### config.mk
export PLATFORM = sky130hd
export DESIGN_NAME = bracketing_line_search_top_flat
export DESIGN_NICKNAME = d
export VERILOG_FILES = /design/src/design/bls_pkg.sv /design/src/design/bls_ifs.sv /design/src/design/bls_core.sv /design/src/design/bls_out_buf.sv /design/src/design/bracketing_line_search_top.sv /design/src/flat_wrapper.sv
export SDC_FILE = /design/constraint.sdc
export NUM_CORES = 2
export LEC_CHECK = 0
export BUFFER_PORTS_ARGS = -buffer_cell sky130_fd_sc_hd__buf_2
export CAP_MARGIN = 20
export CORE_AREA = 2 2 311 313
export CTS_CLUSTER_SIZE = 25
export DETAILED_ROUTE_END_ITERATION = 8
export DIE_AREA = 0 0 313 315
export SYNTH_ARGS = -nofsm -noshare
export SYNTH_HDL_FRONTEND = slang
export SYNTH_HIERARCHICAL = 1
export SYNTH_SLANG_ARGS = --single-unit
### constraint.sdc
create_clock -name clk -period 12.41 [get_ports clk]
set_input_delay 1.8615 -clock clk [delete_from_list [all_inputs] [get_ports clk]]
set_output_delay 1.8615 -clock clk [all_outputs]
set_load 0.005 [all_outputs]
### src/design/bls_pkg.sv
// Shared types and constants for the bracketing line search block.
// No dependencies; every other design file imports this package.
`default_nettype none

package bls_pkg;

    localparam int STEP_W = 16;
    localparam int COST_W = 32;
    localparam int FRAC_W = 14;
    localparam int CFG_INDEX_W = 2;

    typedef logic [STEP_W-1:0] step_t;
    typedef logic signed [COST_W-1:0] cost_t;
    typedef logic [CFG_INDEX_W-1:0] cfg_index_t;

    typedef enum logic [1:0] {
        ST_EVAL    = 2'd0,
        ST_FINAL   = 2'd1,
        ST_IGNORED = 2'd2
    } status_t;

    localparam logic CMD_START = 1'b0;
    localparam logic CMD_REPLY = 1'b1;

    localparam cfg_index_t REG_MIN_STEP    = 2'd0;
    localparam cfg_index_t REG_MAX_STEP    = 2'd1;
    localparam cfg_index_t REG_CUTOFF_STEP = 2'd2;
    localparam cfg_index_t REG_HASTY_MODE  = 2'd3;

    localparam step_t MIN_STEP_RESET    = 16'd1638;
    localparam step_t MAX_STEP_RESET    = 16'd16384;
    localparam step_t CUTOFF_STEP_RESET = 16'd1638;

    typedef struct packed {
        status_t status;
        step_t   step_size;
    } result_t;

    function automatic step_t half_sum(input step_t a, input step_t b);
        logic [STEP_W:0] sum;
        begin
            sum = {1'b0, a} + {1'b0, b};
            return sum[STEP_W:1];
        end
    endfunction

endpackage

`default_nettype wire

### src/design/bls_ifs.sv
// Valid/ready channel interfaces for the bracketing line search block.
// Depends on bls_pkg for field widths.
`default_nettype none

interface bls_item_if;
    import bls_pkg::*;
    logic  valid;
    logic  ready;
    logic  cmd;
    cost_t cost;
    modport source (output valid, output cmd, output cost, input ready);
    modport sink (input valid, input cmd, input cost, output ready);
endinterface

interface bls_result_if;
    import bls_pkg::*;
    logic        valid;
    logic        ready;
    logic [1:0]  status;
    step_t       step_size;
    modport source (output valid, output status, output step_size, input ready);
    modport sink (input valid, input status, input step_size, output ready);
endinterface

interface bls_cfg_if;
    import bls_pkg::*;
    logic       valid;
    logic       ready;
    cfg_index_t index;
    step_t      data;
    modport source (output valid, output index, output data, input ready);
    modport sink (input valid, input index, input data, output ready);
endinterface

`default_nettype wire

### src/design/bls_core.sv
// Search state, configuration registers and the per-item decision logic.
// Depends on bls_pkg and the bls_cfg_if interface.
`default_nettype none

module bls_core
    import bls_pkg::*;
(
    input  wire logic  clk,
    input  wire logic  rst_n,
    bls_cfg_if.sink    cfg,
    input  wire logic  item_accept,
    input  wire logic  item_cmd,
    input  wire cost_t item_cost,
    output result_t    result
);

    typedef enum logic [2:0] {
        PH_IDLE   = 3'd0,
        PH_MIN    = 3'd1,
        PH_MAX    = 3'd2,
        PH_SHRINK = 3'd3,
        PH_BISECT = 3'd4
    } phase_t;

    step_t  min_step_reg, max_step_reg, cutoff_step_reg;
    logic   hasty_mode_reg;

    phase_t phase_reg, phase_next;
    step_t  low_reg, low_next, mid_reg, mid_next, high_reg, high_next;
    cost_t  cost_low_reg, cost_low_next, cost_mid_reg, cost_mid_next;
    cost_t  cost_high_reg, cost_high_next;
    step_t  probe_reg, probe_next;
    logic   left_reg, left_next;
    step_t  rel_cut_reg, rel_cut_next;

    logic signed [STEP_W:0] diff;
    logic [2*STEP_W-1:0]    prod;
    step_t                  width, left_span, right_span;
    logic                   bisect_done, bisect_left, shrink_go;
    step_t                  bisect_probe;

    assign cfg.ready = 1'b1;

    always_comb
    begin
        diff = $signed({1'b0, max_step_reg}) - $signed({1'b0, min_step_reg});
        prod = cutoff_step_reg * diff[STEP_W-1:0];

        phase_next     = phase_reg;
        low_next       = low_reg;
        mid_next       = mid_reg;
        high_next      = high_reg;
        cost_low_next  = cost_low_reg;
        cost_mid_next  = cost_mid_reg;
        cost_high_next = cost_high_reg;
        probe_next     = probe_reg;
        left_next      = left_reg;
        rel_cut_next   = rel_cut_reg;

        unique case (phase_reg)
            PH_MAX:
            begin
                cost_mid_next  = item_cost;
                cost_high_next = item_cost;
            end
            PH_SHRINK:
            begin
                mid_next      = probe_reg;
                cost_mid_next = item_cost;
            end
            PH_BISECT:
            begin
                if (left_reg)
                begin
                    if (item_cost <= cost_mid_reg)
                    begin
                        high_next      = mid_reg;
                        cost_high_next = cost_mid_reg;
                        mid_next       = probe_reg;
                        cost_mid_next  = item_cost;
                    end
                    else
                    begin
                        low_next      = probe_reg;
                        cost_low_next = item_cost;
                    end
                end
                else
                begin
                    if (item_cost < cost_mid_reg)
                    begin
                        low_next      = mid_reg;
                        cost_low_next = cost_mid_reg;
                        mid_next      = probe_reg;
                        cost_mid_next = item_cost;
                    end
                    else
                    begin
                        high_next      = probe_reg;
                        cost_high_next = item_cost;
                    end
                end
            end
            default:
            begin
            end
        endcase

        width        = high_next - low_next;
        left_span    = mid_next - low_next;
        right_span   = high_next - mid_next;
        bisect_done  = (width <= cutoff_step_reg) || (width <= step_t'(1));
        bisect_left  = left_span > right_span;
        bisect_probe = bisect_left ? half_sum(low_next, mid_next)
                                   : half_sum(mid_next, high_next);
        shrink_go    = (cost_mid_next > cost_low_next) && (left_span > rel_cut_reg);

        result.status    = ST_IGNORED;
        result.step_size = '0;

        if (item_cmd == CMD_START)
        begin
            if (diff < $signed({1'b0, cutoff_step_reg}))
            begin
                phase_next       = PH_IDLE;
                result.status    = ST_FINAL;
                result.step_size = half_sum(min_step_reg, max_step_reg);
            end
            else
            begin
                rel_cut_next     = (|prod[2*STEP_W-1:STEP_W+FRAC_W]) ? '1
                                   : prod[STEP_W+FRAC_W-1:FRAC_W];
                low_next         = min_step_reg;
                mid_next         = max_step_reg;
                high_next        = max_step_reg;
                phase_next       = PH_MIN;
                probe_next       = min_step_reg;
                result.status    = ST_EVAL;
                result.step_size = min_step_reg;
            end
        end
        else if (phase_reg == PH_MIN)
        begin
            cost_low_next    = item_cost;
            phase_next       = PH_MAX;
            probe_next       = high_reg;
            result.status    = ST_EVAL;
            result.step_size = high_reg;
        end
        else if (phase_reg == PH_IDLE)
        begin
            result.status    = ST_IGNORED;
            result.step_size = '0;
        end
        else if (phase_reg == PH_MAX && hasty_mode_reg && item_cost <= cost_low_reg)
        begin
            phase_next       = PH_IDLE;
            result.status    = ST_FINAL;
            result.step_size = high_reg;
        end
        else if ((phase_reg == PH_SHRINK || (phase_reg == PH_MAX && item_cost > cost_low_reg))
                 && shrink_go)
        begin
            phase_next       = PH_SHRINK;
            probe_next       = half_sum(low_next, mid_next);
            result.status    = ST_EVAL;
            result.step_size = half_sum(low_next, mid_next);
        end
        else if ((phase_reg == PH_SHRINK || (phase_reg == PH_MAX && item_cost > cost_low_reg))
                 && hasty_mode_reg)
        begin
            phase_next       = PH_IDLE;
            result.status    = ST_FINAL;
            result.step_size = mid_next;
        end
        else if (bisect_done)
        begin
            phase_next       = PH_IDLE;
            result.status    = ST_FINAL;
            result.step_size = low_next;
        end
        else
        begin
            phase_next       = PH_BISECT;
            left_next        = bisect_left;
            probe_next       = bisect_probe;
            result.status    = ST_EVAL;
            result.step_size = bisect_probe;
        end
    end

    always_ff @(posedge clk or negedge rst_n)
    begin
        if (!rst_n)
        begin
            min_step_reg    <= MIN_STEP_RESET;
            max_step_reg    <= MAX_STEP_RESET;
            cutoff_step_reg <= CUTOFF_STEP_RESET;
            hasty_mode_reg  <= 1'b0;
            phase_reg       <= PH_IDLE;
            low_reg         <= '0;
            mid_reg         <= '0;
            high_reg        <= '0;
            cost_low_reg    <= '0;
            cost_mid_reg    <= '0;
            cost_high_reg   <= '0;
            probe_reg       <= '0;
            left_reg        <= 1'b0;
            rel_cut_reg     <= '0;
        end
        else
        begin
            if (cfg.valid)
            begin
                unique case (cfg.index)
                    REG_MIN_STEP:    min_step_reg    <= cfg.data;
                    REG_MAX_STEP:    max_step_reg    <= cfg.data;
                    REG_CUTOFF_STEP: cutoff_step_reg <= cfg.data;
                    REG_HASTY_MODE:  hasty_mode_reg  <= cfg.data[0];
                endcase
            end
            if (item_accept)
            begin
                phase_reg     <= phase_next;
                low_reg       <= low_next;
                mid_reg       <= mid_next;
                high_reg      <= high_next;
                cost_low_reg  <= cost_low_next;
                cost_mid_reg  <= cost_mid_next;
                cost_high_reg <= cost_high_next;
                probe_reg     <= probe_next;
                left_reg      <= left_next;
                rel_cut_reg   <= rel_cut_next;
            end
        end
    end

endmodule

`default_nettype wire

### src/design/bls_out_buf.sv
// Two-entry output buffer: result register plus skid register.
// Depends on bls_pkg and the bls_result_if interface.
`default_nettype none

module bls_out_buf
    import bls_pkg::*;
(
    input  wire logic    clk,
    input  wire logic    rst_n,
    input  wire logic    push,
    input  wire result_t push_data,
    output logic         can_push,
    bls_result_if.source result
);

    logic    main_valid_reg, main_valid_next;
    logic    skid_valid_reg, skid_valid_next;
    result_t main_reg, main_next;
    result_t skid_reg, skid_next;
    logic    pop;

    assign can_push         = !skid_valid_reg;
    assign pop              = main_valid_reg && result.ready;
    assign result.valid     = main_valid_reg;
    assign result.status    = main_reg.status;
    assign result.step_size = main_reg.step_size;

    always_comb
    begin
        main_valid_next = main_valid_reg;
        skid_valid_next = skid_valid_reg;
        main_next       = main_reg;
        skid_next       = skid_reg;
        if (pop && skid_valid_reg)
        begin
            main_next       = skid_reg;
            skid_valid_next = 1'b0;
        end
        else if (push && (!main_valid_reg || pop))
        begin
            main_next       = push_data;
            main_valid_next = 1'b1;
        end
        else if (push)
        begin
            skid_next       = push_data;
            skid_valid_next = 1'b1;
        end
        else if (pop)
        begin
            main_valid_next = 1'b0;
        end
    end

    always_ff @(posedge clk or negedge rst_n)
    begin
        if (!rst_n)
        begin
            main_valid_reg <= 1'b0;
            skid_valid_reg <= 1'b0;
        end
        else
        begin
            main_valid_reg <= main_valid_next;
            skid_valid_reg <= skid_valid_next;
        end
    end

    always_ff @(posedge clk)
    begin
        main_reg <= main_next;
        skid_reg <= skid_next;
    end

endmodule

`default_nettype wire

### src/design/bracketing_line_search_top.sv
// Top level of the bracketing line search controller.
// Depends on bls_pkg, the channel interfaces, bls_core and bls_out_buf.
//
// The item channel takes commands: a start transfer (cmd 0) begins a search
// over the configured step range, and a reply transfer (cmd 1) returns the
// cost at the step that was last asked for. Every item yields exactly one
// transfer on the result channel: status 0 asks for the cost at step_size,
// status 1 gives the final step size, and status 2 marks a reply that arrived
// with no search running. The cfg channel writes min_step, max_step,
// cutoff_step and hasty_mode by index and is always ready.
//
// An item is decided in the cycle it is accepted, and its result is registered
// in the output buffer. The block takes one item per cycle while ready is high.
// Results wait in a two-entry buffer, so the item channel stays ready while
// one result is pending and drops ready whenever two are pending. Reset
// returns the registers to their defaults, ends any search and empties the
// buffer; the block accepts items right after reset.
`default_nettype none

module bracketing_line_search_top
    import bls_pkg::*;
(
    input  wire logic    clk,
    input  wire logic    rst_n,
    bls_item_if.sink     item,
    bls_result_if.source result,
    bls_cfg_if.sink      cfg
);

    result_t core_result;
    logic    can_push;
    logic    item_accept;

    assign item.ready  = can_push;
    assign item_accept = item.valid && can_push;

    bls_core u_core (
        .clk         (clk),
        .rst_n       (rst_n),
        .cfg         (cfg),
        .item_accept (item_accept),
        .item_cmd    (item.cmd),
        .item_cost   (item.cost),
        .result      (core_result)
    );

    bls_out_buf u_out_buf (
        .clk       (clk),
        .rst_n     (rst_n),
        .push      (item_accept),
        .push_data (core_result),
        .can_push  (can_push),
        .result    (result)
    );

endmodule

`default_nettype wire

### src/flat_wrapper.sv
// flat-port wrapper written by rule: the top's interface ports become plain ports
module bracketing_line_search_top_flat import bls_pkg::*;
  (clk, rst_n, item_valid, item_cmd, item_cost, item_ready, result_valid, result_status, result_step_size, result_ready, cfg_valid, cfg_index, cfg_data, cfg_ready);
  bls_item_if item_i ();
  bls_result_if result_i ();
  bls_cfg_if cfg_i ();
  input  wire logic clk;
  input  wire logic rst_n;
  input wire logic [$bits(item_i.valid)-1:0] item_valid;
  input wire logic [$bits(item_i.cmd)-1:0] item_cmd;
  input wire logic [$bits(item_i.cost)-1:0] item_cost;
  output wire logic [$bits(item_i.ready)-1:0] item_ready;
  output wire logic [$bits(result_i.valid)-1:0] result_valid;
  output wire logic [$bits(result_i.status)-1:0] result_status;
  output wire logic [$bits(result_i.step_size)-1:0] result_step_size;
  input wire logic [$bits(result_i.ready)-1:0] result_ready;
  input wire logic [$bits(cfg_i.valid)-1:0] cfg_valid;
  input wire logic [$bits(cfg_i.index)-1:0] cfg_index;
  input wire logic [$bits(cfg_i.data)-1:0] cfg_data;
  output wire logic [$bits(cfg_i.ready)-1:0] cfg_ready;
  assign item_i.valid = item_valid;
  assign item_i.cmd = item_cmd;
  assign item_i.cost = item_cost;
  assign item_ready = item_i.ready;
  assign result_valid = result_i.valid;
  assign result_status = result_i.status;
  assign result_step_size = result_i.step_size;
  assign result_i.ready = result_ready;
  assign cfg_i.valid = cfg_valid;
  assign cfg_i.index = cfg_index;
  assign cfg_i.data = cfg_data;
  assign cfg_ready = cfg_i.ready;
  bracketing_line_search_top u_core (.clk(clk), .rst_n(rst_n), .item(item_i), .result(result_i), .cfg(cfg_i));
endmodule
After elaboration in Yosys (flattened, before gate mapping)
Cells that the tools add are included.
{"block": "totals", "output_inout_bits": 21, "elab_cells": 156, "ff_bits": 235, "in_bits": 56}
{"block": "classes", "magnitude_cmp": 10, "mul": 1, "addsub": 7, "eq_ne": 14, "bitwise": 10, "mux": 62, "n_reduce_logical": 33}
{"operator": "16-bit 2-to-1 mux", "count": 27}
{"operator": "32-bit 2-to-1 mux", "count": 9}
{"operator": "18-bit 2-to-1 mux", "count": 5}
{"operator": "17-bit 2-to-1 mux", "count": 5}
{"operator": "32-bit greater-than comparator", "count": 2}
{"operator": "32-bit less-or-equal comparator", "count": 2}
{"operator": "32-bit case mux with 2 select lines", "count": 1}
{"operator": "16-bit by 16-bit adder with 17-bit output", "count": 3}
{"operator": "16-bit subtractor", "count": 3}
{"operator": "16-bit greater-than comparator", "count": 2}
{"operator": "32-bit < comparator", "count": 1}
{"operator": "16-bit by 16-bit multiplier with 32-bit output", "count": 1}
{"operator": "16-bit case mux with 2 select lines", "count": 1}
{"operator": "3-bit 2-to-1 mux", "count": 7}
{"operator": "17-bit < comparator", "count": 1}
{"operator": "16-bit by 16-bit subtractor with 17-bit output", "count": 1}
{"operator": "16-bit by 1-bit less-or-equal comparator with 1-bit output, second input constant", "count": 1}
{"operator": "16-bit less-or-equal comparator", "count": 1}
{"operator": "2-bit AND reduction", "count": 6}
{"operator": "1-bit logical AND", "count": 10}
{"operator": "1-bit inverter", "count": 10}
{"operator": "3-bit AND reduction", "count": 3}
{"operator": "8-bit AND reduction", "count": 1}
{"operator": "1-bit 2-to-1 mux", "count": 7}
{"operator": "17 further kinds", "count": 27}

Depth between registers and ports, before layout
{"block": "depth", "ltp_word": 16, "ltp_mapped": 47, "mapped_depth_nobuf": 42}

By module
The synthesis kept the hierarchy.
{"mod": "bls_core", "area_each_um2": 28773.8, "n_inst": 1, "cells_each": 3559, "seq_area_each_um2": 4946.0}
{"mod": "bls_out_buf", "area_each_um2": 1447.6, "n_inst": 1, "cells_each": 67, "seq_area_each_um2": 1131.1}
{"mod": "bracketing_line_search_top", "area_each_um2": 6.3, "n_inst": 1, "cells_each": 1, "seq_area_each_um2": 0.0}

Worst setup path before layout
Ideal clock, no wire load.
{"block": "synth_timing", "kind": "input -> register", "start": "input port item_cost[31]", "end": "register u_core.u_out_buf.main_reg, in the netlist u_core/u_out_buf/result.step_size[8] (data pin)", "setup_slack_ns": 2.036, "cell_stages": 42, "n_path_buf": 4, "t_arrival_ns": 10.114, "setup_time_ns": 0.260, "t_required_ns": 12.150, "path_cell_list": "ha_1 > buf_4 > nand4_4 > nor4_4 > nand2_2 > o31ai_4 > or3_2 > and2_1 > buf_2 > o21ai_0 > nand2_1 > clkbuf_1 > mux2i_1 > inv_1 > ha_1 > nor2_1 > o311a_1 > o41ai_1 > [... 6 more ...] > o21bai_1 > a21oi_1 > o21bai_1 > xnor2_1 > ha_1 > and4_1 > nand4_1 > or4_1 > o2111ai_1 > nor4bb_1 > o211a_1 > nand2_1 > clkbuf_1 > nor2_1 > a21oi_1 > a221oi_1 > o22ai_1 > mux2_4"}
{"element": "start: declaration", "line_no": "flat_wrapper.sv:11", "rtl": "input wire logic [$bits(item_i.cost)-1:0] item_cost;"}
{"element": "end signal: assignment", "line_no": "bls_out_buf.sv:71", "rtl": "main_reg <= main_next;"}
{"element": "end: declaration", "line_no": "bls_out_buf.sv:18", "rtl": "result_t main_reg, main_next;"}

Worst setup path in the final report
{"block": "layout_timing", "start": "input port item_cost[31]", "end": "register u_core.u_core.probe_reg[0]"}
{"block": "layout_between", "elab_chain_cells": 14, "elab_cells_between_ends": 53, "classes_between": "add/sub (5); order compare (9); eq/ne (3); mux (28); reduce/logical (8)"}
{"element": "32-bit < comparator or 32-bit less-or-equal comparator (tied branches)", "line_no": "bls_core.sv:90, bls_core.sv:75"}
{"element": "16-bit 2-to-1 mux (on tied branches)", "line_no": "bls_core.sv:90, bls_core.sv:75"}
{"element": "16-bit 2-to-1 mux", "line_no": "bls_core.sv:73", "rtl": "if (left_reg)"}
{"element": "16-bit case mux with 2 select lines or 16-bit 2-to-1 mux (tied branches)", "line_no": "bls_core.sv:60", "rtl": "unique case (phase_reg)"}
{"element": "16-bit subtractor (on tied branches)", "line_no": "bls_core.sv:110, bls_core.sv:111"}
{"element": "16-bit greater-than comparator", "line_no": "bls_core.sv:113", "rtl": "bisect_left = left_span > right_span;"}
{"element": "16-bit 2-to-1 mux", "line_no": "bls_core.sv:114", "rtl": "bisect_probe = bisect_left ? half_sum(low_next, mid_next)"}
{"element": "16-bit 2-to-1 mux", "line_no": "bls_core.sv:176", "rtl": "else if (bisect_done)"}
{"element": "16-bit 2-to-1 mux", "line_no": "bls_core.sv:169", "rtl": "else if ((phase_reg == PH_SHRINK || (phase_reg == PH_MAX && item_cost > cost_low_reg))"}
{"element": "16-bit 2-to-1 mux", "line_no": "bls_core.sv:161", "rtl": "else if ((phase_reg == PH_SHRINK || (phase_reg == PH_MAX && item_cost > cost_low_reg))"}
{"element": "16-bit 2-to-1 mux", "line_no": "bls_core.sv:155", "rtl": "else if (phase_reg == PH_MAX && hasty_mode_reg && item_cost <= cost_low_reg)"}
{"element": "16-bit 2-to-1 mux", "line_no": "bls_core.sv:150", "rtl": "else if (phase_reg == PH_IDLE)"}
{"element": "16-bit 2-to-1 mux", "line_no": "bls_core.sv:142", "rtl": "else if (phase_reg == PH_MIN)"}
{"element": "16-bit 2-to-1 mux", "line_no": "bls_core.sv:121", "rtl": "if (item_cmd == CMD_START)"}
{"element": "end signal: assignment", "line_no": "bls_core.sv:231", "rtl": "probe_reg <= probe_next;"}
{"element": "end: declaration", "line_no": "bls_core.sv:32", "rtl": "step_t probe_reg, probe_next;"}
Several ways; a longest one is shown, not always the timed one. The select of a mux whose other input is x is not followed.
A chain may end at the register's enable or synchronous reset.

==> results.sh <==
export IMPL_max_freq_ghz=0.0862
export IMPL_mappedNetlistNets=4264
export IMPL_hpwl_um=74000
export IMPL_vias=26600
export IMPL_synth_top_area_share_pct=15.8
export IMPL_final_instance_count_excl_fill=4921
export IMPL_min_delay_path_class="reg -> reg"
export IMPL_min_delay_start="u_core/u_core/rel_cut_reg[10]"
export IMPL_antenna_found_initial=6
export IMPL_setup_viol=0
export IMPL_relSlewSlack_pct=23.4
export IMPL_layout_commonest_cell="inv_1"
export IMPL_hold_buffers=0
export IMPL_start_util_pct=31.6
export IMPL_crit_path_start_kind="input pin"
export IMPL_clock_latency_ns=0.61
export IMPL_drcViolationCount=0
export IMPL_cts_tree="done"
export IMPL_grt_pass1_vias=25900
export IMPL_synth_warnings=6
export IMPL_endpoint_kind="flip-flop"
export IMPL_finalNetCount=4255
export IMPL_startpoint="item_cost[31]"
export IMPL_cts_repair_resized=0
export IMPL_num_rows=114
export IMPL_syn_to_final_growth_pct=9.62
export IMPL_synth_edf_count=36
export IMPL_core_mm2=0.0957
export IMPL_place_inst=4862
export IMPL_cts_buffers=30
export IMPL_wirelength_um=98100
export IMPL_min_period_ns=11.60
export IMPL_cp_common_cell="o21bai_1"
export IMPL_rsz0062_at_grt="false"
export IMPL_async_reset_ff_share_pct=84.7
export IMPL_status="finished clean"
export IMPL_cp_required_ns=12.90
export IMPL_fin_util_pct=34.6
export IMPL_synth_top_area_cell="ha_1"
export IMPL_r2r_cells=36
export IMPL_vias_per_cell=5.40
export IMPL_stdcell_area_mm2=0.0331
export IMPL_cts_path_max_buffers=3
export IMPL_dr_pass1_iters=6
export IMPL_synth_cell_type_count=85
export IMPL_clk_pin_slew_ns=0.06
export IMPL_ant_nets=0
export IMPL_path_max_fanout=10
export IMPL_fp_dieW_um=313
export IMPL_drv_slew=0
export IMPL_cpPeakStageDelay_ns=0.74
export IMPL_io_pins=77
export IMPL_grt_max_degree=88
export IMPL_port_buffers=75
export IMPL_dpl_instance_area_mm2=0.0321
export IMPL_critPathKind="in -> reg"
export IMPL_r2r_start="u_core/u_core/min_step_reg[1]"
export IMPL_postSynthCellCount=3627
export IMPL_die_y_um=315
export IMPL_drive_above_1_share_pct=9.45
export IMPL_worstPathArrival_ns=12.09
export IMPL_ys_top_cells_by_area="ha_1 16%, dfrtp_1 15%, fa_1 13%"
export IMPL_overflow=0
export IMPL_dieArea_mm2=0.0986
export IMPL_synth_area_mm2=0.0302
export IMPL_cap_violations=0
export IMPL_root_buffer="clkbuf_16"
export IMPL_avgSynthCellArea_um2=8.33
export IMPL_slowest_stage="a221oi_1"
export IMPL_min_period_over_period_pct=93.5
export IMPL_synth_ff_type="dfrtp_1"
export IMPL_final_setup_tns_ns=0
export IMPL_final_hold_violation_count=0
export IMPL_grt_pass1_wl_um=153000
export IMPL_layout_common_cells="432 x inv_1, 381 x ha_1, 366 x nand2_1"
export IMPL_cts_sinks=235
export IMPL_drtIter0Drc=1986
export IMPL_whs_path_depth=1
export IMPL_skew_ns=0.0167
export IMPL_postCtsSetupRepairBufs=0
export IMPL_h_tree_depth=1
export IMPL_worst_slew_pin_slew_ns=1.15
export IMPL_track_usage_pct=19.6
export IMPL_gp_congestion=0.952
export IMPL_fill_cells=9915
export IMPL_ys_seq_area_share_pct=20.1
export IMPL_ys_seq_elements=235
export IMPL_avgRoutedWirePerCell_um=19.9
worst max-delay path: cells and delay by family:
family | cells | cell delay [ns]
muxes | 2 | 0.53
adders and majority gates | 3 | 1.30
and+or+nand+nor | 14 | 4.11
xor gates and xnor gates | 1 | 0.17
buffers and inverters | 2 | 0.24
AOI/OAI and AO/OA | 17 | 3.88
kinds of logic after synthesis:
group                      count (synthesis)  synth area share, %
other                                      1               0.0124
DFF                                      235                 20.1
adders and majority gates                582                 29.0
buffers and inverters                    619                 7.81
and+or+nand+nor                          990                 14.9
xor gates and xnor gates                 107                 3.15
muxes                                    146                 5.46
AOI/OAI and AO/OA                        947                 19.5
synthesized netlist by cell type, types with 12 or more instances:
cell type and instances:
xor2_1 24, xnor2_1 82, nand3_1 34, nor2_1 289, nor2b_1 24, o21bai_1 28, nand4_1 30, mux2_4 19
o31ai_1 43, ha_1 381, a211oi_1 29, and3_1 12, o22a_1 18, mux2_2 76, dfstp_2 13, mux2i_1 51
dfrtp_1 186, o21a_1 18, and2_1 82, a221oi_1 14, fa_1 200, clkbuf_1 168, inv_1 433, a21oi_1 282
or3_1 13, o211ai_1 13, a21boi_0 16, o22ai_1 52, o21ai_0 255, nor3_1 69, nand2b_1 26, edfxtp_1 36
a21o_1 57, nand2_1 367, o221ai_1 39
metal layers:
layer | wire (um) | vias to the layer above | GRT usage, %
met4 | 3850 | 2 | 7.08
met2 | 46700 | 948 | 33.4
li1 | - | 12400 | -
met1 | 41900 | 13000 | 25.7
met5 | 16 | - | 0
met3 | 5600 | 178 | 1.81
layout make-up:
type / instances / area [um2] / area share (%)
Inverter: 433 / 1630 / 4.91
Timing Repair Buffer: 145 / 911 / 2.75
Antenna cell: 3 / 7.51 / 0.0227
Clock buffer: 38 / 886 / 2.67
Multi-Input combinational cell: 2773 / 21900 / 66.0
Clock inverter: 18 / 174 / 0.525
Tap cell: 1276 / 1600 / 4.82
Sequential cell: 235 / 6080 / 18.4
stage by stage:
stage | hold WS (ns) | worst slack [ns]
5_1_grt | 0.537 | 0.242
3_5_place_dp | 0.497 | 0.313
6_report | 0.510 | 0.806
4_1_cts | 0.511 | 0.946
3_3_place_gp | 0.493 | 0.729
2_1_floorplan | 0.482 | 2.04
final timing paths:
| check | to | slack, ns |
|---|---|---|
| setup / recovery | u_core/u_core/probe_reg[0] | 0.81 |
| hold / removal | u_core/u_core/rel_cut_reg[10] | 0.51 |
| setup reg to reg | u_core/u_core/rel_cut_reg[11] | 1.62 |
| hold reg to reg | u_core/u_core/rel_cut_reg[10] | 0.51 |
| max in group asynchronous | u_core/u_core/cost_mid_reg[1] | 9.05 |
| min in group asynchronous | u_core/u_core/mid_reg[3] | 1.22 |
Power is left out: the tool's default activity adds up to more than one toggle a clock period on the data nets, which glitch-free logic cannot reach.
